### config.mk
export PLATFORM = sky130hd
export DESIGN_NAME = sbps_ctrl
export DESIGN_NICKNAME = d
export VERILOG_FILES = /design/src/rtl/core/sbps_pkg.sv /design/src/rtl/core/sbps_ctrl.sv
export SDC_FILE = /design/constraint.sdc
export NUM_CORES = 1
export LEC_CHECK = 0
export ABC_AREA = 1
export BUFFER_PORTS_ARGS = -buffer_cell sky130_fd_sc_hd__clkbuf_2
export CELL_PAD_IN_SITES_DETAIL_PLACEMENT = 1
export CELL_PAD_IN_SITES_GLOBAL_PLACEMENT = 1
export CORE_AREA = 2 2 39 41
export DETAILED_ROUTE_END_ITERATION = 6
export DIE_AREA = 0 0 41 43
export PLACE_DENSITY_LB_ADDON = 0.1
export REMOVE_ABC_BUFFERS = 1
export SLEW_MARGIN = 20
export SYNTH_ARGS = -nofsm -noshare
export SYNTH_HDL_FRONTEND = slang
export SYNTH_SLANG_ARGS = --single-unit
### constraint.sdc
create_clock -name clock -period 2.2 [get_ports clock]
set_clock_uncertainty 0.1 [all_clocks]
set_input_delay 0.44 -clock clock [delete_from_list [all_inputs] [get_ports clock]]
set_output_delay 0.44 -clock clock [all_outputs]
set_load 0.05 [all_outputs]
### src/rtl/core/sbps_pkg.sv
// ----------------------------------------------------------------------------
// sbps_pkg: shared types and helpers for the byte pattern search
// Constants, controller/datapath interface structs, FSM states, pattern and
// bad-character shift helpers.
// ----------------------------------------------------------------------------
package sbps_pkg;

   localparam int ALPHABET        = 256;
   localparam int BYTE_W          = $clog2(ALPHABET);
   localparam int PAT_BYTES       = 16;
   localparam int PAT_IDX_W       = $clog2(PAT_BYTES);
   localparam int LEN_W           = 5;
   localparam int POS_W           = 12;
   localparam int RSP_W           = 16;
   localparam int CSR_AW          = 5;
   localparam int CSR_DW          = 64;
   localparam int TEXT_DEPTH_DEF  = 4096;
   localparam int MAX_PATTERN_DEF = 16;

   // register index = paddr[4:3]
   localparam logic [1:0] REG_PAT_LOW  = 2'd0;
   localparam logic [1:0] REG_PAT_HIGH = 2'd1;
   localparam logic [1:0] REG_PAT_LEN  = 2'd2;

   typedef enum logic [2:0] {
      ST_LOAD,
      ST_RD,
      ST_CMP,
      ST_LA,
      ST_SHIFT,
      ST_HIT,
      ST_MISS
   } state_type;

   typedef struct packed {
      logic restart;     // clear offset and compare index
      logic load;        // request accepted: store byte
      logic rd_la;       // read look-ahead byte instead of s + j
      logic j_inc;       // advance compare index
      logic shift;       // s += skip(look-ahead byte), j = 0
      logic emit;        // capture result, clear buffer
      logic emit_found;
   } cmd_type;

   typedef struct packed {
      logic byte_eq;     // text byte equals pattern byte j
      logic j_last;      // j == m - 1
      logic s_end;       // s + m >= n
      logic past_end;    // s + m > n
      logic out_busy;    // result register still occupied
   } status_type;

   function automatic logic [BYTE_W-1:0] pattern_byte(
      input logic [CSR_DW-1:0] lo,
      input logic [CSR_DW-1:0] hi,
      input logic [PAT_IDX_W-1:0] idx
   );
      logic [CSR_DW-1:0] word;
      word = idx[PAT_IDX_W-1] ? hi : lo;
      return word[idx[PAT_IDX_W-2:0]*BYTE_W +: BYTE_W];
   endfunction

   // Bad-character shift: m - (last position of c in pattern), else m + 1
   function automatic logic [LEN_W-1:0] skip_of(
      input logic [BYTE_W-1:0] c,
      input logic [CSR_DW-1:0] lo,
      input logic [CSR_DW-1:0] hi,
      input logic [LEN_W-1:0]  m
   );
      logic [LEN_W-1:0] sk;
      sk = m + LEN_W'(1);
      for (int i = 0; i < PAT_BYTES; i++) begin
         if ((LEN_W'(i) < m) && (pattern_byte(lo, hi, PAT_IDX_W'(i)) == c)) begin
            sk = m - LEN_W'(i);
         end
      end
      return sk;
   endfunction

endpackage

### src/rtl/core/sbps_ctrl.sv
// ----------------------------------------------------------------------------
// sbps_ctrl: search sequencer
// Loads text, then walks candidate offsets byte by byte, fetches look-ahead
// bytes and issues shifts until a hit or the end of the text.
// ----------------------------------------------------------------------------
module sbps_ctrl
   import sbps_pkg::*;
(
   input  logic       clock,
   input  logic       reset,
   input  logic       req_tvalid,
   input  logic       req_tlast,
   output logic       req_tready,
   input  status_type sts,
   output cmd_type    cmd
);

   state_type state_ff, state_in;

   always_ff @(posedge clock) begin
      if (reset) begin
         state_ff <= ST_LOAD;
      end else begin
         state_ff <= state_in;
      end
   end

   // next state
   always_comb begin
      state_in = state_ff;
      unique case (state_ff)
         ST_LOAD: begin
            if (req_tvalid && req_tlast) state_in = ST_RD;
         end
         ST_RD: begin
            state_in = sts.past_end ? ST_MISS : ST_CMP;
         end
         ST_CMP: begin
            priority if (sts.byte_eq && sts.j_last) state_in = ST_HIT;
            else if (sts.byte_eq)                   state_in = ST_RD;
            else if (sts.s_end)                     state_in = ST_MISS;
            else                                    state_in = ST_LA;
         end
         ST_LA:    state_in = ST_SHIFT;
         ST_SHIFT: state_in = ST_RD;
         ST_HIT, ST_MISS: begin
            if (!sts.out_busy) state_in = ST_LOAD;
         end
         default:  state_in = ST_LOAD;
      endcase
   end

   // outputs
   always_comb begin
      cmd        = '0;
      req_tready = 1'b0;
      unique case (state_ff)
         ST_LOAD: begin
            req_tready  = 1'b1;
            cmd.restart = 1'b1;
            cmd.load    = req_tvalid;
         end
         ST_CMP: begin
            cmd.j_inc = sts.byte_eq && !sts.j_last;
         end
         ST_LA: begin
            cmd.rd_la = 1'b1;
         end
         ST_SHIFT: begin
            cmd.shift = 1'b1;
         end
         ST_HIT: begin
            cmd.emit       = !sts.out_busy;
            cmd.emit_found = 1'b1;
         end
         ST_MISS: begin
            cmd.emit = !sts.out_busy;
         end
         default: begin
            cmd = '0;
         end
      endcase
   end

endmodule

==> impl_summary.txt, run 1 <==
----------------------------------------------------
[GRT]
  Total routing resource utilization after global routing ... 10.7%
  Global-route wire length before repair ... 1290 um
  Overflow after GRT ... 0
  Pin count of the biggest net entering global routing ... 9
  Initial antenna violation count ... 0
  Number of global-route vias before repair ... 339

[Worst setup path]
  Worst reg2reg path startpoint ... state_ff[0]
  Required time of the worst setup path ... 1.66 ns
  Crit Path Class ... reg2out
  Slowest Stage Delay on Critical Path ... 0.47 ns
  Arrival time at the worst endpoint ... 1.36 ns
  Flop-to-flop setup slack ... 1.00 ns
  Highest-delay cell along the critical path ... dfxtp_1
  Category of the worst setup path capture point ... output pin
  R2r worst-path depth ... 7
  Startpoint type of the worst setup path ... flip-flop
  Critical-path cell list ... inv_2 > nand2_2 > nand3_1 > nor2_1 > clkbuf_2
  RR Endpoint ... state_ff[2]
  Timing startpoint of the critical path ... state_ff[0]
  Worst-path fanout max ... 8

[Clocking]
  CTS max path bufs ... 2
  Cells resized by post-CTS repair ... 0
  Number of buffers created by CTS ... 3
  H-Tree Depth ... 1
  CTS clk-pin slew, worst paths ... 0.04 ns
  Worst-Skew Late Latency ... 0.23 ns
  TritonCTS clock tree ... done
  Number of buffers inserted by post-CTS setup repair ... 0
  Clock root cell ... clkbuf_4
  # hold bufs at CTS ... 0
  Clock tree sinks ... 3

[Route]
  Remaining antenna violation count after routing ... 0
  Wire length after detailed routing ... 867 um
  Iteration count of the initial detailed-routing pass ... 2
  Drt first-iter violations ... 4
  Vias/cell ... 4.43
  Final routed DRC violation total ... 0
  Routed len/inst ... 10.4 um
  Routed vias ... 368

[Cells and area]
  Non-Filler Instances ... 83
  Biggest register ... state_ff
  Diodes inserted ... 0
  Area delta synth->final ... 34.8%
  Largest registers ... state_ff: 3 flops
  Share of the core filled with cells ... 28.4%
  Number of flip-flops in the largest register ... 3
  Total Nets Final ... 77
  Share of layout cells above drive strength 1 ... 37.3%

[Floorplanning]
  I/O pin count ... 17
  Std-Cell Rows ... 14
  Floorplan die area ... 1760 sq um
  Horizontal die dimension ... 41 um
  Core Region ... 1380 sq um
  Die height ... 43 um
  Initial Utilization ... 21.1%

[STA]
  Upper clock frequency limit ... 0.527 GHz
  Post-route fraction of the period consumed by the critical path ... 86.2%
  RSZ-0062 raised after global routing ... false
  Pins over their slew limit ... 0
  Post-layout minimum cycle time ... 1.90 ns
  Finish-stage setup viols ... 0
  Max-slew headroom at the worst pin ... 81.2%
  Hold Vio Cnt, Final ... 0
  Slew at the pin with the worst max-slew slack ... 0.282 ns

[Logic synthesis]
  Share of the synthesized area in the top cell type ... 20.6%
  Most area-consuming cells after synthesis ... dfxtp_1 (21%), nand2_1 (14%), nand3_1 (12%), nor2_1 (9.0%), inv_1 (7.7%)
  Most common cell in the netlist ... nand2_1
  Sequential fraction of the synthesis area ... 20.6%
  Number of library cell types mapped by synthesis ... 17
  Post-synthesis cell area ... 292 sq um
  Average instance area after synthesis ... 5.95 sq um
  Leading register cell type out of synthesis ... dfxtp_1
  Cell count after synthesis ... 49
  Synth async-reset ratio ... 0%
  Leading post-synthesis cells by instance count ... nand2_1 (11), nand3_1 (7), nor2_1 (7)
  Post-synthesis register bit count ... 3
  Number of synthesized flops with an enable pin ... 0
  Yosys warning count ... 0
  Library cell occupying the most area in the post-synthesis netlist ... dfxtp_1

[Worst hold path]
  Worst hold path startpoint ... reset
  Worst hold path class ... in2reg
  Endpoint with the worst hold slack ... state_ff[0]
  Depth of the worst hold-timing path ... 2

[Status]
  Status ... finished clean

[Power]
  Reported leakage power ... 0.236 nW
  Worst IR drop on VDD ... 0.311 mV
  Total power ... 0.000458 W
  Areal power density over the cells ... 1160 nW/um^2

[Place]
  Inst Count DP ... 79
  Half-perimeter wire length after detailed placement ... 709 um
  Total of buffers placed on input and output ports ... 16
  Weighted congestion reported at the end of routability-driven placement ... 0.633

[Run]
  Max capacitance violation total ... 0

----------------------------------------------------
## layer usage
layer | wire length, um | vias to the layer above | part of all wire, % | GRT usage [%]
met5 | 0 | - | 0 | 0
met4 | 0 | 0 | 0 | 8.00
met3 | 35 | 0 | 4.0 | 0
met2 | 428 | 9 | 49 | 16.3
met1 | 403 | 165 | 46 | 13.8
li1 | - | 194 | - | -
## where the power goes
part / internal (W) / switching (W)
Combinational: 0.0000677 / 0.000203
Clock: 0.0000680 / 0.0000292
Sequential: 0.0000677 / 0.0000219
## stage by stage
stage | worst slack (ns) | setup TNS, ns | hold WS, ns | area, sq um
2_1_floorplan | -0.333 | -0.605 | 0.409 | 259
3_3_place_gp | 0.546 | 0 | 0.501 | 367
3_5_place_dp | 0.517 | 0 | 0.508 | 367
4_1_cts | 0.292 | 0 | 0.301 | 393
5_1_grt | 0.183 | 0 | 0.306 | 393
6_report | 0.303 | 0 | 0.302 | 393
## critical path, delay by kind of cell, from the launching register on
family,cells,cell delay (ns)
flops,1,0.47
buf+inv,2,0.38
simple gates,3,0.28
## worst max-delay path by stage
stage / to / slack [ns]
global route: cmd[1] / 0.18
detailed placement: cmd[3] / 0.52
finish: cmd[1] / 0.30
CTS: cmd[1] / 0.29
global placement: cmd[3] / 0.55
floorplan: cmd[3] / -0.33
## kinds of logic after synthesis
logic type / Yosys count / synth area share [%]
AO/OA/AOI/OAI: 1 / 1.72
buffers and inverters: 11 / 21.5
flip-flops: 3 / 20.6
AND/OR/NAND/NOR: 34 / 56.2
## layout by cell type (no fill, tap or decap), types with 2 or more instances in the layout
cell,Yosys,layout
clkbuf_2,0,16
clkbuf_4,0,3
dfxtp_1,3,3
inv_1,6,6
inv_2,2,2
nand2_1,11,11
nand3_1,7,7
nand4_1,3,3
nor2_1,7,7
## cell type report
| type | count | area (sq um) |
|---|---|---|
| repair buffers | 17 | 87.6 |
| multi-input cells | 35 | 169 |
| well taps | 16 | 20.0 |
| inverters | 8 | 30.0 |
| clock buffers | 4 | 26.3 |
| fillers | 208 | 991 |
| flip-flops and latches | 3 | 60.1 |
Power figures use the tool's default switching activity.
==> inputs of run 2 (changes only) <==
Settings changed: CELL_PAD_IN_SITES_DETAIL_PLACEMENT 1 to 0.
==> run 2 against run 1 <==
Against the previous run: register-to-register slack better by 0.03 ns; critical path type unchanged; worst hold slack worse by 0.0010 ns; die area unchanged; largest cell class unchanged.
==> impl_summary.txt, run 2 (same netlist as run 1, synthesis figures left out) <==
----------------------------------------------------
[Cells and area]
  Share of layout cells above drive strength 1 ... 37.3% (unchanged)
  Area delta synth->final ... 34.8% (unchanged)
  Number of flip-flops in the largest register ... 3 (unchanged)
  Diodes inserted ... 0 (unchanged)
  Leading cell type in the layout, fill and taps excluded ... clkbuf_2
  Share of the core filled with cells ... 28.4% (unchanged)
  Largest registers ... state_ff: 3 flops
  Biggest register ... state_ff
  Total Nets Final ... 77 (unchanged)
  Top library cells by usage in the layout, fill and taps aside ... clkbuf_2 (16), nand2_1 (11), nand3_1 (7), nor2_1 (7), inv_1 (6)
  Fill count ... 171 (-18%)

[Floorplanning]
  I/O pin count ... 17 (unchanged)
  Initial Utilization ... 21.1% (unchanged)
  Die height ... 43 um (unchanged)
  Std-Cell Rows ... 14 (unchanged)
  Core Region ... 1380 sq um (unchanged)
  Floorplan die area ... 1760 sq um (unchanged)
  Horizontal die dimension ... 41 um (unchanged)

[GRT]
  Pin count of the biggest net entering global routing ... 9 (unchanged)
  Total routing resource utilization after global routing ... 10.0% (-0.72 points)
  Overflow after GRT ... 0 (unchanged)
  Initial antenna violation count ... 0 (unchanged)
  Number of global-route vias before repair ... 322 (-5.0%)
  Global-route wire length before repair ... 1200 um (-7.0%)

[Worst hold path]
  Worst hold path class ... in2reg
  Worst hold path startpoint ... reset

[STA]
  Slew at the pin with the worst max-slew slack ... 0.278 ns (-0.00358 ns)
  Hold Vio Cnt, Final ... 0 (unchanged)
  Upper clock frequency limit ... 0.539 GHz (+2.2%)
  Post-route fraction of the period consumed by the critical path ... 84.4% (-1.9 points)
  Pins over their slew limit ... 0 (unchanged)
  Post-route worst setup slack ... 0.344 ns (+0.0407 ns)
  Post-Route Setup TNS ... 0 ns (unchanged)
  Max-slew headroom at the worst pin ... 81.5% (+0.34 points)
  Post-layout minimum cycle time ... 1.86 ns (-0.0407 ns)
  Finish-stage setup viols ... 0 (unchanged)
  RSZ-0062 raised after global routing ... false
  Final hold slack ... 0.301 ns (-0.00103 ns)

[Route]
  Vias/cell ... 4.25 (-4.1%)
  Wire length after detailed routing ... 747 um (-14%)
  Met2 wire length ... 375 um (-12%)
  Met1 Routed Length ... 319 um (-21%)
  Routed vias ... 353 (-4.1%)
  Iteration count of the initial detailed-routing pass ... 3 (+1)
  Remaining antenna violation count after routing ... 0 (unchanged)
  Routed len/inst ... 9.00 um (-14%)
  Final routed DRC violation total ... 0 (unchanged)
  Drt first-iter violations ... 12 (+8)
  Top routing layer in use ... met3
  Routed wire length on met3 ... 52 um (+49%)

[Place]
  Half-perimeter wire length after detailed placement ... 606 um (-14%)
  Weighted congestion reported at the end of routability-driven placement ... 0.633 (unchanged)
  Total of buffers placed on input and output ports ... 16 (unchanged)
  Dpl ws ... 0.544 ns (+0.0272 ns)

[Power]
  Part of the power in the clock network ... 21.2% (about the same)
  Worst IR drop on VDD ... 0.303 mV (-2.7%)
  Combinational share of power ... 59.4% (+0.2 points)
  Sw Pwr ... 0.000248 W (-2.3%)
  Reported leakage power ... 0.236 nW (unchanged)
  Areal power density over the cells ... 1150 nW/um^2 (-1.3%)
  Cell-internal power ... 0.000203 W (about the same)
  Sequential share of power ... 19.4% (-0.2 points)
  Switching power as a share of total power ... 55.0% (-0.56 points)

[Status]
  Status ... finished clean

[Worst setup path]
  Arrival time at the worst endpoint ... 1.32 ns (-0.04 ns)
  Crit Path Class ... reg2out
  Startpoint type of the worst setup path ... flip-flop
  Timing startpoint of the critical path ... state_ff[0]
  Worst-path fanout max ... 8 (unchanged)
  Worst reg2reg path startpoint ... state_ff[0]
  Category of the worst setup path capture point ... output pin
  Required time of the worst setup path ... 1.66 ns (about the same)

[Clocking]
  # hold bufs at CTS ... 0 (unchanged)
  Clock tree sinks ... 3 (unchanged)
  Number of buffers inserted by post-CTS setup repair ... 0 (unchanged)
  H-Tree Depth ... 1 (unchanged)
  TritonCTS clock tree ... done
  Cells resized by post-CTS repair ... 0 (unchanged)
  Worst-Skew Late Latency ... 0.23 ns (about the same)
  CTS max path bufs ... 2 (unchanged)
  Clock root cell ... clkbuf_4
  Number of buffers created by CTS ... 3 (unchanged)
  CTS clk-pin slew, worst paths ... 0.04 ns (about the same)

[Run]
  Max capacitance violation total ... 0 (unchanged)

----------------------------------------------------
-- run 2: cell counts in the layout (fill, tap and decap cells not counted) --
No cell type changed its count.
-- run 2: layout make-up --
cell class | count | area, sq um | area share, %
timing repair buffer | 17 | 87.6 | 22.3
sequential | 3 | 60.1 | 15.3
clock buffer | 4 | 26.3 | 6.69
multi-input combinational | 35 | 169 | 43.0
inverter | 8 | 30.0 | 7.64
tap | 16 | 20.0 | 5.10
-- run 2: per-stage QoR --
step                cells  power [W]  area [sq um]
floorplan              46   0.000293           259
global placement       79   0.000365           367
detailed placement     79   0.000359           367
CTS                    83   0.000459           393
global route           83   0.000492           393
finish                 83   0.000452           393
-- run 2: power groups by stage --
stage                     clock [W]  sequential (W)  combinational, W
after floorplan                   0       0.0000897          0.000203
after global placement            0       0.0000890          0.000276
after detailed placement          0       0.0000885          0.000270
after CTS                  0.000101       0.0000876          0.000271
after global routing       0.000109       0.0000897          0.000294
final                     0.0000957       0.0000877          0.000268
-- run 2: per-layer routing --
layer / vias up / GRT usage [%]
li1: 194 / -
met1: 150 / 12.1
met2: 9 / 14.7
met3: 0 / 3.14
met4: 0 / 6.00
met5: - / 0
-- run 2: critical path, cell delays in order (launching register included) --
cell and delay, ns:
dfxtp_1 0.45, inv_2 0.09, nand2_2 0.11, nand3_1 0.07
nor2_1 0.08, clkbuf_2 0.27
-- run 2: worst paths after layout --
path                       to  slack, ns  cells past startpoint
hold / removal    state_ff[0]       0.30                      2
hold reg to reg   state_ff[0]       0.50                      2
setup / recovery       cmd[1]       0.34                      5
setup reg to reg  state_ff[2]       1.03                      7
==> inputs of run 3 (changes only) <==
Settings changed: ABC_AREA 1 to 0.
Clock period 2.2 ns to 1.5 ns, I/O delays scaled along.
==> run 3 against run 2 <==
Against the previous run: the run now ends with setup timing left; via count down 7.9%; critical path depth is 2 lower; sequential share of layout area fell by 2.8 points; critical path type unchanged; count of clock-buffer cells in the layout unchanged; worst hold slack got worse by 0.15 ns; cell count fell by 13%; total power grew 40%; first-iteration DRC count fell by 100%; synthesized area shrank 8.6%; global-route usage is 0.89 points higher; setup slack worse by 0.43 ns; utilization is 9.9 points higher.
==> impl_summary.txt, run 3 <==
----------------------------------------------------
[Clocking]
  TritonCTS clock tree ... done
  CTS max path bufs ... 2 (unchanged)
  Worst-Skew Late Latency ... 0.24 ns (about the same)
  H-Tree Depth ... 1 (unchanged)
  Clock tree sinks ... 3 (unchanged)
  Number of buffers inserted by post-CTS setup repair ... 0 (unchanged)
  Number of buffers created by CTS ... 3 (unchanged)
  CTS clk-pin slew, worst paths ... 0.04 ns (about the same)
  Clock root cell ... clkbuf_4
  # hold bufs at CTS ... 0 (unchanged)

[Logic synthesis]
  Number of library cell types mapped by synthesis ... 23 (+6)
  Post-synthesis cell area ... 267 sq um (-8.6%)
  Cell count after synthesis ... 33 (-33%)
  Sequential fraction of the synthesis area ... 22.5% (+1.9 points)
  Leading register cell type out of synthesis ... dfxtp_1
  Most area-consuming cells after synthesis ... dfxtp_1 (23%), buf_4 (5.6%), nand2_1 (5.6%), nor3b_1 (5.6%), and4bb_2 (4.7%)
  Leading post-synthesis cells by instance count ... nand2_1 (4), dfxtp_1 (3)
  Yosys warning count ... 0 (unchanged)
  Synth async-reset ratio ... 0% (unchanged)
  Share of the synthesized area in the top cell type ... 22.5% (+1.9 points)
  Most common cell in the netlist ... nand2_1
  Number of synthesized flops with an enable pin ... 0 (unchanged)
  Post-synthesis register bit count ... 3 (unchanged)
  Library cell occupying the most area in the post-synthesis netlist ... dfxtp_1
  Average instance area after synthesis ... 8.08 sq um (+36%)

[Route]
  Final routed DRC violation total ... 0 (unchanged)
  Routed vias ... 325 (-7.9%)
  Remaining antenna violation count after routing ... 0 (unchanged)
  Iteration count of the initial detailed-routing pass ... 1 (-2)
  Vias/cell ... 4.51 (+6.1%)
  Drt first-iter violations ... 0 (-12)
  Wire length after detailed routing ... 806 um (+7.9%)
  Routed len/inst ... 11.2 um (+24%)

[Worst setup path]
  Required time of the worst setup path ... 1.10 ns (-0.56 ns)
  Crit Path Class ... reg2out
  Arrival time at the worst endpoint ... 1.19 ns (-0.13 ns)
  Worst-path fanout max ... 6 (-2)
  RR Endpoint ... state_ff[1]
  Startpoint type of the worst setup path ... flip-flop
  Category of the worst setup path capture point ... output pin
  R2r worst-path depth ... 3 (-4)
  Flop-to-flop setup slack ... 0.14 ns (-0.89 ns)
  Worst reg2reg path startpoint ... state_ff[0]
  Worst setup path endpoint ... cmd[3]
  Timing startpoint of the critical path ... state_ff[0]

[STA]
  Post-route fraction of the period consumed by the critical path ... 106%
  Max-slew headroom at the worst pin ... 83.9% (+2.4 points)
  RSZ-0062 raised after global routing ... true
  Post-layout minimum cycle time ... 1.59 ns
  Upper clock frequency limit ... 0.630 GHz
  Final hold slack ... 0.149 ns (-0.152 ns)
  Hold Vio Cnt, Final ... 0 (unchanged)
  Slew at the pin with the worst max-slew slack ... 0.239 ns (-0.0388 ns)
  Finish-stage setup viols ... 6 (+6)
  Pins over their slew limit ... 0 (unchanged)
  Post-route worst setup slack ... -0.0867 ns (-0.431 ns)
  Post-Route Setup TNS ... -0.306 ns (-0.306 ns)

[Floorplanning]
  Die height ... 43 um (unchanged)
  Core Region ... 1380 sq um (unchanged)
  Std-Cell Rows ... 14 (unchanged)
  Initial Utilization ... 19.3% (-1.8 points)
  I/O pin count ... 17 (unchanged)
  Horizontal die dimension ... 41 um (unchanged)
  Floorplan die area ... 1760 sq um (unchanged)

[Place]
  Total of buffers placed on input and output ports ... 16 (unchanged)
  Half-perimeter wire length after detailed placement ... 603 um (-0.61%)
  Weighted congestion reported at the end of routability-driven placement ... 0.661 (+4.4%)

[Cells and area]
  Share of layout cells above drive strength 1 ... 66.1% (+29 points)
  Total Nets Final ... 66 (-14%)
  Largest registers ... state_ff: 3 flops
  Leading cell type in the layout, fill and taps excluded ... clkbuf_2
  Top library cells by usage in the layout, fill and taps aside ... clkbuf_2 (8), buf_4 (7), nand2_1 (4)
  Area delta synth->final ... 98.6%
  Diodes inserted ... 0 (unchanged)
  Number of flip-flops in the largest register ... 3 (unchanged)
  Biggest register ... state_ff

[Run]
  Max capacitance violation total ... 0 (unchanged)

[GRT]
  Global-route wire length before repair ... 1280 um (+6.9%)
  Pin count of the biggest net entering global routing ... 10 (+1)
  Total routing resource utilization after global routing ... 10.9% (+0.89 points)
  Number of global-route vias before repair ... 336 (+4.3%)
  Initial antenna violation count ... 0 (unchanged)
  Overflow after GRT ... 0 (unchanged)

[Status]
  Violated checks ... setup timing
  Status ... finished, violations left

[Worst hold path]
  Worst hold path class ... in2reg

[Power]
  Worst IR drop on VDD ... 0.497 mV (+64%)
  Reported leakage power ... 0.227 nW (-3.8%)
  Areal power density over the cells ... 1190 nW/um^2 (+3.6%)

----------------------------------------------------
run 3: kinds of logic after synthesis:
group / share of synthesized area [%]
XOR/XNOR: 3.29
flip-flops: 22.5
buffers and inverters: 11.7
AO/OA/AOI/OAI: 16.9
AND/OR/NAND/NOR: 45.5
run 3: layout make-up:
class | instances | area [sq um]
flip-flops and latches | 3 | 66.3
multi-input cells | 26 | 206
clock buffers | 4 | 26.3
fillers | 153 | 855
well taps | 16 | 20.0
repair buffers | 23 | 210
run 3: report_power, final:
| group | internal (W) | switching (W) |
|---|---|---|
| Combinational | 0.000163 | 0.000203 |
| Sequential | 0.0000966 | 0.0000188 |
| Clock | 0.000100 | 0.0000486 |
| Total | 0.000360 | 0.000270 |
run 3: layer usage:
metal | share of wire, % | wire [um] | GRT usage (%)
met1 | 44 | 354 | 13.7
met2 | 50 | 404 | 15.0
met3 | 5.0 | 40 | 4.71
met4 | 0.74 | 6 | 6.00
met5 | 0 | 0 | 0
run 3: worst min-delay path by stage:
stage                     cells past startpoint  startpoint     endpoint
final                                         2       reset  state_ff[1]
after floorplan                               1       reset  state_ff[1]
after global routing                          2       reset  state_ff[1]
after detailed placement                      2       reset  state_ff[1]
after global placement                        2       reset  state_ff[1]
after CTS                                     2       reset  state_ff[1]
run 3: critical path, cell delays in order, from the launching register on:
cell and delay (ns):
dfxtp_2 0.34, and4bb_2 0.31, nor2b_4 0.15, buf_8 0.15
run 3: what timing repair did:
item / 4_1_cts / 5_1_grt
resized for setup: 20 / 9
endpoints found under the hold margin: 0 / 0
endpoints found under the setup margin: 8 / 8
pin swaps: 2 / 1
run 3: per-stage QoR:
stage	total power, W	worst slack [ns]	instances	utilization (%)	instance area [sq um]
3_5_place_dp	0.000403	0.0421	68	29.1	403
6_report	0.000630	-0.0867	72	38.2	529
4_1_cts	0.000610	-0.112	72	36.4	504
2_1_floorplan	0.000300	-2.08	29	-	235
3_3_place_gp	0.000403	0.0186	68	29.1	403
5_1_grt	0.000656	-0.127	72	38.2	529
